`config.mk`:
```
export PLATFORM = sky130hd
export DESIGN_NAME = lspp_parser
export DESIGN_NICKNAME = d
export VERILOG_FILES = /design/src/design/lspp_pkg.sv /design/src/design/lspp_parser.sv
export SDC_FILE = /design/constraint.sdc
export NUM_CORES = 1
export LEC_CHECK = 0
export BUFFER_PORTS_ARGS = -buffer_cell sky130_fd_sc_hd__buf_4
export CAP_MARGIN = 10
export CORE_UTILIZATION = 41
export DETAILED_ROUTE_END_ITERATION = 12
export PLACE_DENSITY = 0.67
export SLEW_MARGIN = 25
export SYNTH_ARGS = -nofsm -noshare
export SYNTH_HDL_FRONTEND = slang
export SYNTH_SLANG_ARGS = --single-unit
```
`constraint.sdc`:
```
create_clock -name aclk -period 2.4 [get_ports aclk]
set_input_delay 0.12 -clock aclk [delete_from_list [all_inputs] [get_ports aclk]]
set_output_delay 0.12 -clock aclk [all_outputs]
set_load 0.05 [all_outputs]
```
`src/design/lspp_pkg.sv`:
```
// Shared types and constants for the lidar scan packet parser.
// No dependencies.
`timescale 1ns / 1ps

package lspp_pkg;

    localparam int TABLE_DEPTH = 360;
    localparam int TBL_AW      = $clog2(TABLE_DEPTH);
    localparam int DIST_W      = 16;
    localparam int ARAW_W      = 15;
    localparam int QUAL_W      = 6;
    localparam int DEG_W       = 9;

    // Rounding offset for Q6 degrees (half a degree)
    localparam int ANGLE_ROUND = 32;

    typedef enum logic {
        MODE_BYTE = 1'b0,
        MODE_READ = 1'b1
    } mode_t;

    typedef enum logic {
        KIND_PACKET = 1'b0,
        KIND_READ   = 1'b1
    } kind_t;

    typedef struct packed {
        logic [QUAL_W-1:0] quality;
        logic [ARAW_W-1:0] angle_raw;
        logic [DEG_W-1:0]  angle_degree;
        logic [DIST_W-1:0] distance_raw;
    } pkt_t;

    typedef struct packed {
        logic              en;
        logic [TBL_AW-1:0] addr;
        logic [DIST_W-1:0] data;
    } tbl_wr_t;

endpackage

```
`src/design/lspp_parser.sv`:
```
// Byte framing and field decode for 5-byte measurement packets.
// Depends on lspp_pkg.
`timescale 1ns / 1ps

module lspp_parser (
    input  logic          aclk,
    input  logic          aresetn,
    input  logic          scan_enable,
    input  logic          feed,
    input  logic [7:0]    data_byte,
    output logic          pkt_valid,
    output lspp_pkg::pkt_t pkt
);
    import lspp_pkg::*;

    logic [7:0] bytes_reg [4];
    logic [7:0] bytes_next [4];
    logic [2:0] cnt_reg;
    logic [2:0] cnt_next;
    logic       step;
    logic       start_ok;
    logic [ARAW_W:0]  angle_sum;
    logic [DEG_W:0]   deg_full;
    logic [ARAW_W-1:0] araw;

    assign step      = feed && scan_enable;
    assign pkt_valid = step && (cnt_reg == 3'd4);

    // check bit in byte 1, start flag and its inverse in byte 0
    assign start_ok = data_byte[0] && (bytes_reg[0][0] ^ bytes_reg[0][1]);

    assign araw      = {bytes_reg[2], bytes_reg[1][7:1]};
    assign angle_sum = {1'b0, araw} + (ARAW_W+1)'(ANGLE_ROUND);
    assign deg_full  = angle_sum[ARAW_W:6];

    always_comb begin
        pkt.quality   = bytes_reg[0][7:2];
        pkt.angle_raw = araw;
        if (deg_full >= (DEG_W+1)'(TABLE_DEPTH)) begin
            pkt.angle_degree = DEG_W'(deg_full - (DEG_W+1)'(TABLE_DEPTH));
        end else begin
            pkt.angle_degree = deg_full[DEG_W-1:0];
        end
        pkt.distance_raw = {data_byte, bytes_reg[3]};
    end

    always_comb begin
        bytes_next = bytes_reg;
        cnt_next   = cnt_reg;
        if (step) begin
            if (cnt_reg == 3'd4) begin
                for (int i = 0; i < 4; i++) begin
                    bytes_next[i] = 8'd0;
                end
                cnt_next = 3'd0;
            end else begin
                bytes_next[cnt_reg[1:0]] = data_byte;
                cnt_next = cnt_reg + 3'd1;
                // failed start: slide on by one byte
                if (cnt_reg == 3'd1 && !start_ok) begin
                    bytes_next[0] = data_byte;
                    bytes_next[1] = 8'd0;
                    cnt_next      = 3'd1;
                end
            end
        end
    end

    always_ff @(posedge aclk) begin
        if (!aresetn) begin
            cnt_reg <= 3'd0;
            for (int i = 0; i < 4; i++) begin
                bytes_reg[i] <= 8'd0;
            end
        end else begin
            cnt_reg   <= cnt_next;
            bytes_reg <= bytes_next;
        end
    end

    a_cnt_range: assert property (@(posedge aclk) disable iff (!aresetn)
        cnt_reg <= 3'd4)
        else $error("byte count beyond a full packet");

endmodule

```
==> results of run 1 <==
## power by group through the flow
stage | clock network [W] | logic [W] | registers (W)
after floorplan | 0 | 0.000135 | 0.000594
after global placement | 0 | 0.000177 | 0.000596
after detailed placement | 0 | 0.000179 | 0.000596
after CTS | 0.000404 | 0.000181 | 0.000583
after global routing | 0.000420 | 0.000190 | 0.000584
final | 0.000391 | 0.000180 | 0.000583
## per-stage QoR
step                std cells  setup slack (ns)   power, W  TNS (ns)  cell area, um^2
CTS                       366          -0.08570   0.001167   -0.1590             2783
floorplan                 263           -0.1306  0.0007290   -0.1337             2326
global route              369           -0.1479   0.001194   -0.3333             2818
detailed placement        357           0.06449  0.0007749         0             2628
finish                    369          -0.06946   0.001154   -0.1372             2818
global placement          357           0.09921  0.0007729         0             2628
## what timing repair did
action                                  in CTS  in global routing
gates cloned                                 0                  0
endpoints found under the setup margin       4                  5
resized for setup                           14                  7
setup buffers                                2                  3
hold buffers                                 0                  0
pin swaps                                    3                  1
## path summary, 6_finish.rpt
path,startpoint,end,slack [ns],depth (start not counted)
worst max register to register,cnt_reg[0]$_SDFFE_PN0P_,pkt[0]$_SDFFE_PN0P_,0.50,6
worst max-delay path,pkt[30]$_SDFFE_PN0P_,pkt[20],-0.07,8
worst min register to register,pkt[45]$_SDFFE_PN0P_,pkt[45]$_SDFFE_PN0P_,0.53,2
worst min-delay path,data_byte[0],pkt[32]$_SDFFE_PN0P_,0.15,3
## worst max-delay path, delay by kind of cell (launching register included)
family	cells	cell delay, ns
AND/OR/NAND/NOR	2	0.68
buffers and inverters	3	0.46
AO/OA/AOI/OAI	2	0.39
flip-flops	1	0.37
XOR/XNOR	1	0.16
## Yosys cell counts, types with 3 or more instances
library cell,count
nor2b_1,33
a22oi_1,31
buf_6,3
a21oi_1,7
nor2_1,7
a31oi_1,5
buf_4,38
o21ai_0,7
clkbuf_1,8
xor2_1,6
nand3_1,5
inv_1,6
o21ai_1,4
ha_1,5
nand2_1,6
nor3_1,3
and2_1,4
dfxtp_1,34
buf_2,3
xnor2_1,5
and3_1,4
mux2i_1,4
## metal layers
metal / part of all wire / vias to the layer above / track usage
li1: - / 976 / -
met1: 0.47 / 925 / 0.2430
met2: 0.47 / 46 / 0.2884
met3: 0.046 / 8 / 0.04286
met4: 0.010 / 0 / 0.05192
met5: 0 / - / 0
## logic make-up after synthesis
family / after synthesis / synth area share
flops: 34 / 0.2963
fa+ha+maj: 5 / 0.02723
buf+inv: 60 / 0.1716
xor+xnor: 11 / 0.04194
mux: 6 / 0.02723
compound gates: 70 / 0.2211
simple gates: 77 / 0.2146
## placed cells by master, fill, tap and decap left out, types with 6 or more instances in the layout
cell	netlist	final
inv_1	6	6
buf_4	38	78
nor2b_1	33	33
o21ai_0	7	6
a21oi_1	7	7
a22oi_1	31	31
dfxtp_1	34	28
nor2_1	7	7
nand2_1	6	6
## area by class of cell
class / count / share of cell area
multi-input combinational: 169 / 0.4609
inverter: 6 / 0.007993
clock buffer: 7 / 0.02709
tap: 70 / 0.03108
sequential: 34 / 0.2451
timing repair buffer: 83 / 0.2278
==> metrics.md, run 1 <==
| Metric | Value |
|---|---|
| Max reg flops | 29 |
| Slowest stage delay, CP | 0.53 ns |
| CTS sink cnt | 34 |
| Seq/Total Area, Yosys | 0.2963 |
| Clock Tree Buf Depth | 2 |
| Final Cycle Share | 1.029 |
| Reg area | approximately 690 um^2 |
| N_diodes | 0 |
| Crit path max fanout | 5 |
| Worst Setup Slack, final | -0.06946 ns |
| Die Span X | 76.85 um |
| Skew final | 0.004644 ns |
| CTS tree | built |
| Gp weighted congestion | roughly 0.8 |
| MaxCap Viol Count | 0 |
| Initial antenna violation count | 0 |
| Root Buffer | clkbuf_8 |
| Multi-input gate area | 1299 um^2 |
| Die ar. | 5906 um^2 |
| H-tree Lvls | 2 |
| Slew margin rel. | 0.5830 |
| Synthesized instance count | 263 |
| Iteration-0 DRC Markers | 96 |
| Fillcell total | around 480 |
| Synth Cell Area | 2297 um^2 |
| Final nets | 316 |
| Area delta synth->final | 22.66% |
| Pin count of the biggest net entering global routing | 35 |
| Status | finished, violations left |
| Largest area contributor in the netlist | dfxtp_1 |
| Grt total ovfl | 0 |
| Pins Over Slew Limit | 0 |
| Synth warn | 0 |
| DR vias | 1955 |
| Core box area | around 5200 um^2 |
| WP data arrival | 2.35 ns |
| Measured slew at the worst slew-check pin | 0.6213 ns |
| Dominant cells by area after synthesis | dfxtp_1 30%, buf_4 12%, a22oi_1 10%, nor2b_1 9.0%, ha_1 2.7% |
| Peak supply drop | 0.4943 mV |
| Pleak | between 1 and 1.5 nW |
| Async S/R FF share, synth | 0 |
| Worst endpoint required time | ~2.3 ns |
| Die height | 76.85 um |
| Synthesized flop and latch total | 34 |
| Cell Int Power | 0.0008390 W |
| Area share of the largest cell type after synthesis | 0.2963 |
| Sw Share | 0.2731 |
| Hold WC Path Type | input port to register |
| Worst setup SP type | register |
| Port Buf Inserts | 58 |
| Post-synth EDFFs | 0 |
| Syn avg cell area | 8.735 um^2 |
| Worst-Skew Late Latency | 0.29 ns |
| Syn_nets | 280 |
| DRC errors left | 0 |
| Routed wire length | 5380 um |
| Clock buffer count from CTS | 5 |
| Clk slew on worst S/H paths | approximately 0.060 ns |
| Via density | 5.298 |
| Top_reg_cell synth | dfxtp_1 |
| Ports | 59 |
| PD cells | 409.6 nW/um^2 |
| Final Core Density | 0.5380 |
| Final Hold Vio Count | 0 |
| Final Setup Violations | 2 |
| Clk pwr share | 0.339 |
| Sequential Power Share | 0.505 |
| CP Cell Sequence | buf_6 -> and2_1 -> or4_4 -> a22oi_4 -> buf_4 -> a311o_1 -> xor2_4 -> buf_6 |
| Final min period | approximately 2.5 ns |
| NetSw | 0.0003152 W |
| Routed len/inst | 14.58 um |
| Failing checks | negative setup slack |
| DP HPWL | 3957 um |
| All-Layer GR Usage | 0.1817 |
| Initial core utilization | 0.4386 |
| Synth cell types | 54 |
| WS Path Type | register to output port |
| Number of routed nets with antenna violations | 0 |
| Gate power share | 0.156 |
| Worst setup EP type | output port |
| RSZ-0062 raised after global routing | yes |
| TritonRoute pass-1 iters | 5 |
| CP most frequent cell | buf_6 |
| Slowest library cell on the worst path | or4_4 |
| Vias in the first global route | 1788 |
| Placement row count | 26 |
| F_max | 0.4049 GHz |
| Hold WS | 0.1484 ns |
| Global-route wire length before repair | 8721 um |
| Layout cells sized above 1 | 0.3913 |
Power figures use the tool's default switching activity.
==> inputs of run 2 (changes only) <==
- ABC_AREA: not set -> 0
- PLACE_DENSITY: 0.67 -> 0.75
==> metrics.md, run 2 (synthesis gave the netlist of run 1 again) <==
| Metric | Value |
|---|---|
| CTS sink cnt | 34 |
| Crit path max-delay family | simple AND/OR/NAND/NOR gates |
| Final Instance Area | roughly 2800 um^2 |
| Iteration-0 DRC Markers | 126 |
| Clock Tree Buf Depth | 2 |
| Final Setup Violations | 2 |
| H-tree Lvls | 2 |
| Clock buffer count from CTS | 5 |
| Sw Share | 0.2743 |
| CP most frequent cell | buf_6 |
| Hold path startpoint | data_byte[4] |
| Pleak | 1.143 nW |
| Die ar. | between 5000 and 6000 um^2 |
| Slowest stage delay, CP | 0.49 ns |
| Initial core utilization | 0.4386 |
| Final Cycle Share | 1.043 |
| Slowest library cell on the worst path | or4_4 |
| R2R depth | 7 |
| CTS tree | built |
| Hold Path End | pkt[28]$_SDFFE_PN0P_ |
| Slew margin rel. | 0.6098 |
| Reg2reg start | cnt_reg[0]$_SDFFE_PN0P_ |
| TritonRoute pass-1 iters | 4 |
| Max reg flops | 29 |
| RSZ-0062 raised after global routing | yes |
| DR vias | about 2000 |
| Vias in the first global route | about 1900 |
| CP Buf/Inv Count | 2 |
| Via density | 5.381 |
| Placement row count | 26 |
| Gp weighted congestion | 0.8147 |
| Gate power share | 0.156 |
| Final Hold Vio Count | 0 |
| Layout cells sized above 1 | 0.3939 |
| NetSw | 0.0003168 W |
| Hold path depth | 3 |
| Grt total ovfl | 0 |
| Final min period | 2.502 ns |
| Peak supply drop | ~0.34 mV |
| DP HPWL | 3996 um |
| Worst-Skew Late Latency | 0.28 ns |
| Port Buf Inserts | 58 |
| Critical Path Stages | 8 |
| Measured slew at the worst slew-check pin | around 0.58 ns |
| Skew final | around 0.0025 ns |
| Reg2Reg Setup Slack | 0.27 ns |
| Highest-count cells in the layout ignoring fill and taps | 75 x buf_4, 33 x nor2b_1, 31 x a22oi_1, 27 x dfxtp_1 |
| Die Span X | between 70 and 80 um |
| Crit path max fanout | 6 |
| Ports | a little under 60 |
| Routed len/inst | ~15 um |
| Routed wire length | 5600 um |
| Hold WC Path Type | input port to register |
| Reg2Reg Capture Point | pkt[40]$_SDFFE_PN0P_ |
| Worst endpoint required time | around 2.3 ns |
| Sequential Power Share | 0.505 |
| Core box area | 5238 um^2 |
| CP Cell Sequence | buf_6 -> and2_4 -> or4_4 -> a22oi_4 -> nor4_2 -> a311o_1 -> xor2_4 -> buf_6 |
| DRC errors left | 0 |
| Root Buffer | clkbuf_8 |
| Status | finished, violations left |
| Initial antenna violation count | 0 |
| Worst Setup Slack, final | -0.1023 ns |
| Clk pwr share | 0.338 |
| Final Core Density | 0.5375 |
| Area delta synth->final | 22.55% |
| Post-Place Cell Area | between 2000 and 3000 um^2 |
| Final nets | 314 |
| Global-route wire length before repair | 8942 um |
| Pins Over Slew Limit | 0 |
| WS Path Type | register to output port |
| F_max | 0.3996 GHz |
| Worst setup SP type | register |
| PD cells | slightly above 400 nW/um^2 |
| Clk slew on worst S/H paths | 0.06 ns |
| Cell Int Power | 0.0008380 W |
| Die height | 76.85 um |
| WP data arrival | 2.38 ns |
| Hold WS | 0.1621 ns |
| Worst setup EP type | output port |
| Pin count of the biggest net entering global routing | 35 |
| Most common cell after layout, fill and taps aside | buf_4 |
| All-Layer GR Usage | 0.1896 |
| N_diodes | 0 |
| Failing checks | negative setup slack |
| MaxCap Viol Count | 0 |
| Number of routed nets with antenna violations | 0 |
==> run 2: cell types whose count changed in the layout (fill, tap and decap cells not counted), sizes merged <==
cell and delta:
buf -2
==> run 2: worst max-delay path by stage <==
| stage | from | to | slack (ns) |
|---|---|---|---|
| after floorplan | pkt[30]$_SDFFE_PN0P_ | pkt[20] | -0.13 |
| after global placement | pkt[30]$_SDFFE_PN0P_ | pkt[20] | 0.14 |
| after detailed placement | pkt[35]$_SDFFE_PN0P_ | pkt[21] | 0.10 |
| after CTS | pkt[31]$_SDFFE_PN0P_ | pkt[21] | -0.07 |
| after global routing | pkt[30]$_SDFFE_PN0P_ | pkt[20] | -0.18 |
| final | pkt[30]$_SDFFE_PN0P_ | pkt[20] | -0.10 |
==> run 2: metrics by stage <==
stage	cells	power, W	TNS (ns)	worst slack (ns)
floorplan	263	0.0007290	-0.1337	-0.1306
global placement	353	0.0007710	0	0.1383
detailed placement	353	0.0007737	0	0.1041
CTS	365	0.001168	-0.1275	-0.06575
global route	367	0.001208	-0.4003	-0.1765
finish	367	0.001155	-0.1602	-0.1023
==> run 2: cell type report <==
type	instances	area, um^2
fill	457	2422
multi-input combinational	169	1306
sequential	34	691.9
timing repair buffer	81	630.6
tap	70	87.58
clock buffer	7	76.32
inverter	6	22.52
==> run 2: worst min-delay path: stages <==
cell     delay (ns)
buf_4          0.12
a22oi_1        0.07
nor2b_1        0.09
==> run 2: power groups by stage <==
stage                     clock network [W]  logic [W]  registers (W)
final                              0.000390   0.000181       0.000584
after global routing               0.000433   0.000190       0.000584
after CTS                          0.000405   0.000180       0.000583
after detailed placement                  0   0.000177       0.000596
after global placement                    0   0.000175       0.000596
after floorplan                           0   0.000135       0.000594
==> run 2: repair_timing <==
item,4_1_cts,5_1_grt
endpoints found under the setup margin,2,4
endpoints found under the hold margin,0,0
pin swaps,8,6
buffers inserted,5,2
gates resized for setup,16,7
hold buffers,0,0
==> run 2: layer usage <==
metal  part of all wire  vias to the layer above  global-route usage
li1                   -                      972                   -
met1               0.45                      941              0.2274
met2               0.49                       54              0.3250
met3              0.054                        8             0.05000
met4              0.014                        0             0.06346
met5                  0                        -                   0
==> inputs of run 3 (changes only) <==
- CORE_UTILIZATION: 41 -> 40
- PLACE_DENSITY: 0.75 -> 0.74
- SKIP_CTS_REPAIR_TIMING: not set -> 1
==> metrics.md, run 3 (synthesis gave the netlist of run 1 again) <==
| Metric | Value |
|---|---|
| Initial antenna violation count | 0 |
| Highest-count cells in the layout ignoring fill and taps | 71 x buf_4, 33 x nor2b_1, 31 x a22oi_1, 28 x dfxtp_1 |
| Final Core Density | 0.5058 |
| Measured slew at the worst slew-check pin | about 0.63 ns |
| Gate power share | 0.152 |
| Worst setup EP type | output port |
| Root Buffer | clkbuf_8 |
| Reg2Reg Setup Slack | 0.27 ns |
| TritonRoute pass-1 iters | 4 |
| DP HPWL | 3904 um |
| Slew margin rel. | 0.5742 |
| Via density | 5.349 |
| RSZ-0062 raised after global routing | yes |
| Area delta synth->final | 21.24% |
| Clk slew on worst S/H paths | 0.06 ns |
| MaxCap Viol Count | 0 |
| Routed len/inst | 15.07 um |
| Sequential Power Share | 0.497 |
| Setup tns final | -0.2003 ns |
| Layout cells sized above 1 | 0.3836 |
| Final nets | 310 |
| Crit path max fanout | 6 |
| CTS tree | built |
| CP Launch Point | pkt[31]$_SDFFE_PN0P_ |
| Worst endpoint required time | 2.28 ns |
| Final min period | 2.528 ns |
| DP Cell Count | 354 |
| CTS sink cnt | 34 |
| WP data arrival | 2.41 ns |
| Grt total ovfl | 0 |
| All-Layer GR Usage | 0.1778 |
| Routed wire length | 5486 um |
| Port Buf Inserts | 58 |
| Worst-Skew Late Latency | about 0.29 ns |
| Clock Tree Buf Depth | 2 |
| R2R depth | 7 |
| Clk pwr share | 0.352 |
| Failing checks | negative setup slack |
| Reg2reg start | cnt_reg[0]$_SDFFE_PN0P_ |
| Hold WC Path Type | input port to register |
| N_diodes | 0 |
| Number of routed nets with antenna violations | 0 |
| Final Hold Vio Count | 0 |
| Die ar. | 6050 um^2 |
| Skew final | 0.003405 ns |
| Pleak | 1.120 nW |
| Crit path to | pkt[21] |
| Pin count of the biggest net entering global routing | 35 |
| Cell Int Power | 0.0008589 W |
| Max reg flops | 29 |
| Pins Over Slew Limit | 0 |
| Die Span X | 77.78 um |
| Status | finished, violations left |
| Hold path depth | 3 |
| H-tree Lvls | 2 |
| Iteration-0 DRC Markers | 126 |
| Final std cells w/o fill | 364 |
| Overall power | 0.001176 W |
| DRC errors left | 0 |
| Peak supply drop | 0.3605 mV |
| Sw Share | 0.2694 |
| Die height | 77.78 um |
| DR vias | 1947 |
| Placement row count | 27 |
| Gp weighted congestion | 0.8956 |
| NetSw | roughly 0.00032 W |
| Core box area | ~5500 um^2 |
| Clock buffer count from CTS | 5 |
| Worst Setup Slack, final | -0.1279 ns |
| Reg2Reg Capture Point | pkt[42]$_SDFFE_PN0P_ |
| Hold WS | 0.1419 ns |
| Final Cycle Share | 1.053 |
| WS Path Type | register to output port |
| Most common cell after layout, fill and taps aside | buf_4 |
| Vias in the first global route | 1780 |
| PD cells | 422.1 nW/um^2 |
| Worst setup SP type | register |
| Initial core utilization | 0.4172 |
| F_max | between 0.3 and 0.4 GHz |
| Final Setup Violations | 2 |
| Global-route wire length before repair | roughly 8500 um |
| Ports | 59 |
==> run 3: power groups by stage <==
stage                     Combinational [W]  Sequential, W  Clock, W
after floorplan                    0.000135       0.000594         0
after global placement             0.000174       0.000596         0
after detailed placement           0.000176       0.000596         0
after CTS                          0.000177       0.000584  0.000423
after global routing               0.000188       0.000585  0.000456
final                              0.000178       0.000584  0.000413
==> run 3: final cells by class <==
class	instances	area [um^2]
fill	530	2721
timing repair buffer	77	600.6
inverter	6	22.52
sequential	34	690.7
tap	72	90.09
clock buffer	6	82.58
multi-input combinational	169	1299
==> run 3: routing by layer <==
layer  share of wire  global-route usage  wire length [um]
met5               0                   0                 0
met1            0.45              0.2191              2451
met2            0.48              0.3018              2648
met4          0.0097             0.06226                53
met3           0.061             0.04000               333
==> run 3: critical path, stage by stage (launching register included) <==
cell and delay, ns:
dfxtp_4 0.36, buf_6 0.12, nand4_4 0.11, or3_4 0.40
and2_4 0.18, or4b_4 0.51, o21bai_2 0.11, a31o_1 0.17
buf_6 0.16
==> run 3: worst min path at each step <==
stage | from | end | slack (ns)
after CTS | data_byte[2] | pkt[2]$_SDFFE_PN0P_ | 0.13
after global routing | data_byte[2] | pkt[2]$_SDFFE_PN0P_ | 0.15
after detailed placement | data_byte[2] | pkt[2]$_SDFFE_PN0P_ | 0.43
after floorplan | aresetn | cnt_reg[0]$_SDFFE_PN0P_ | 0.25
final | data_byte[2] | pkt[2]$_SDFFE_PN0P_ | 0.14
after global placement | data_byte[2] | pkt[2]$_SDFFE_PN0P_ | 0.43
==> run 3: through the flow <==
stage	instance area, um^2	setup slack, ns
2_1_floorplan	2326	-0.1306
3_3_place_gp	2592	0.1674
3_5_place_dp	2592	0.1294
4_1_cts	2675	-0.1962
5_1_grt	2785	-0.1915
6_report	2785	-0.1279
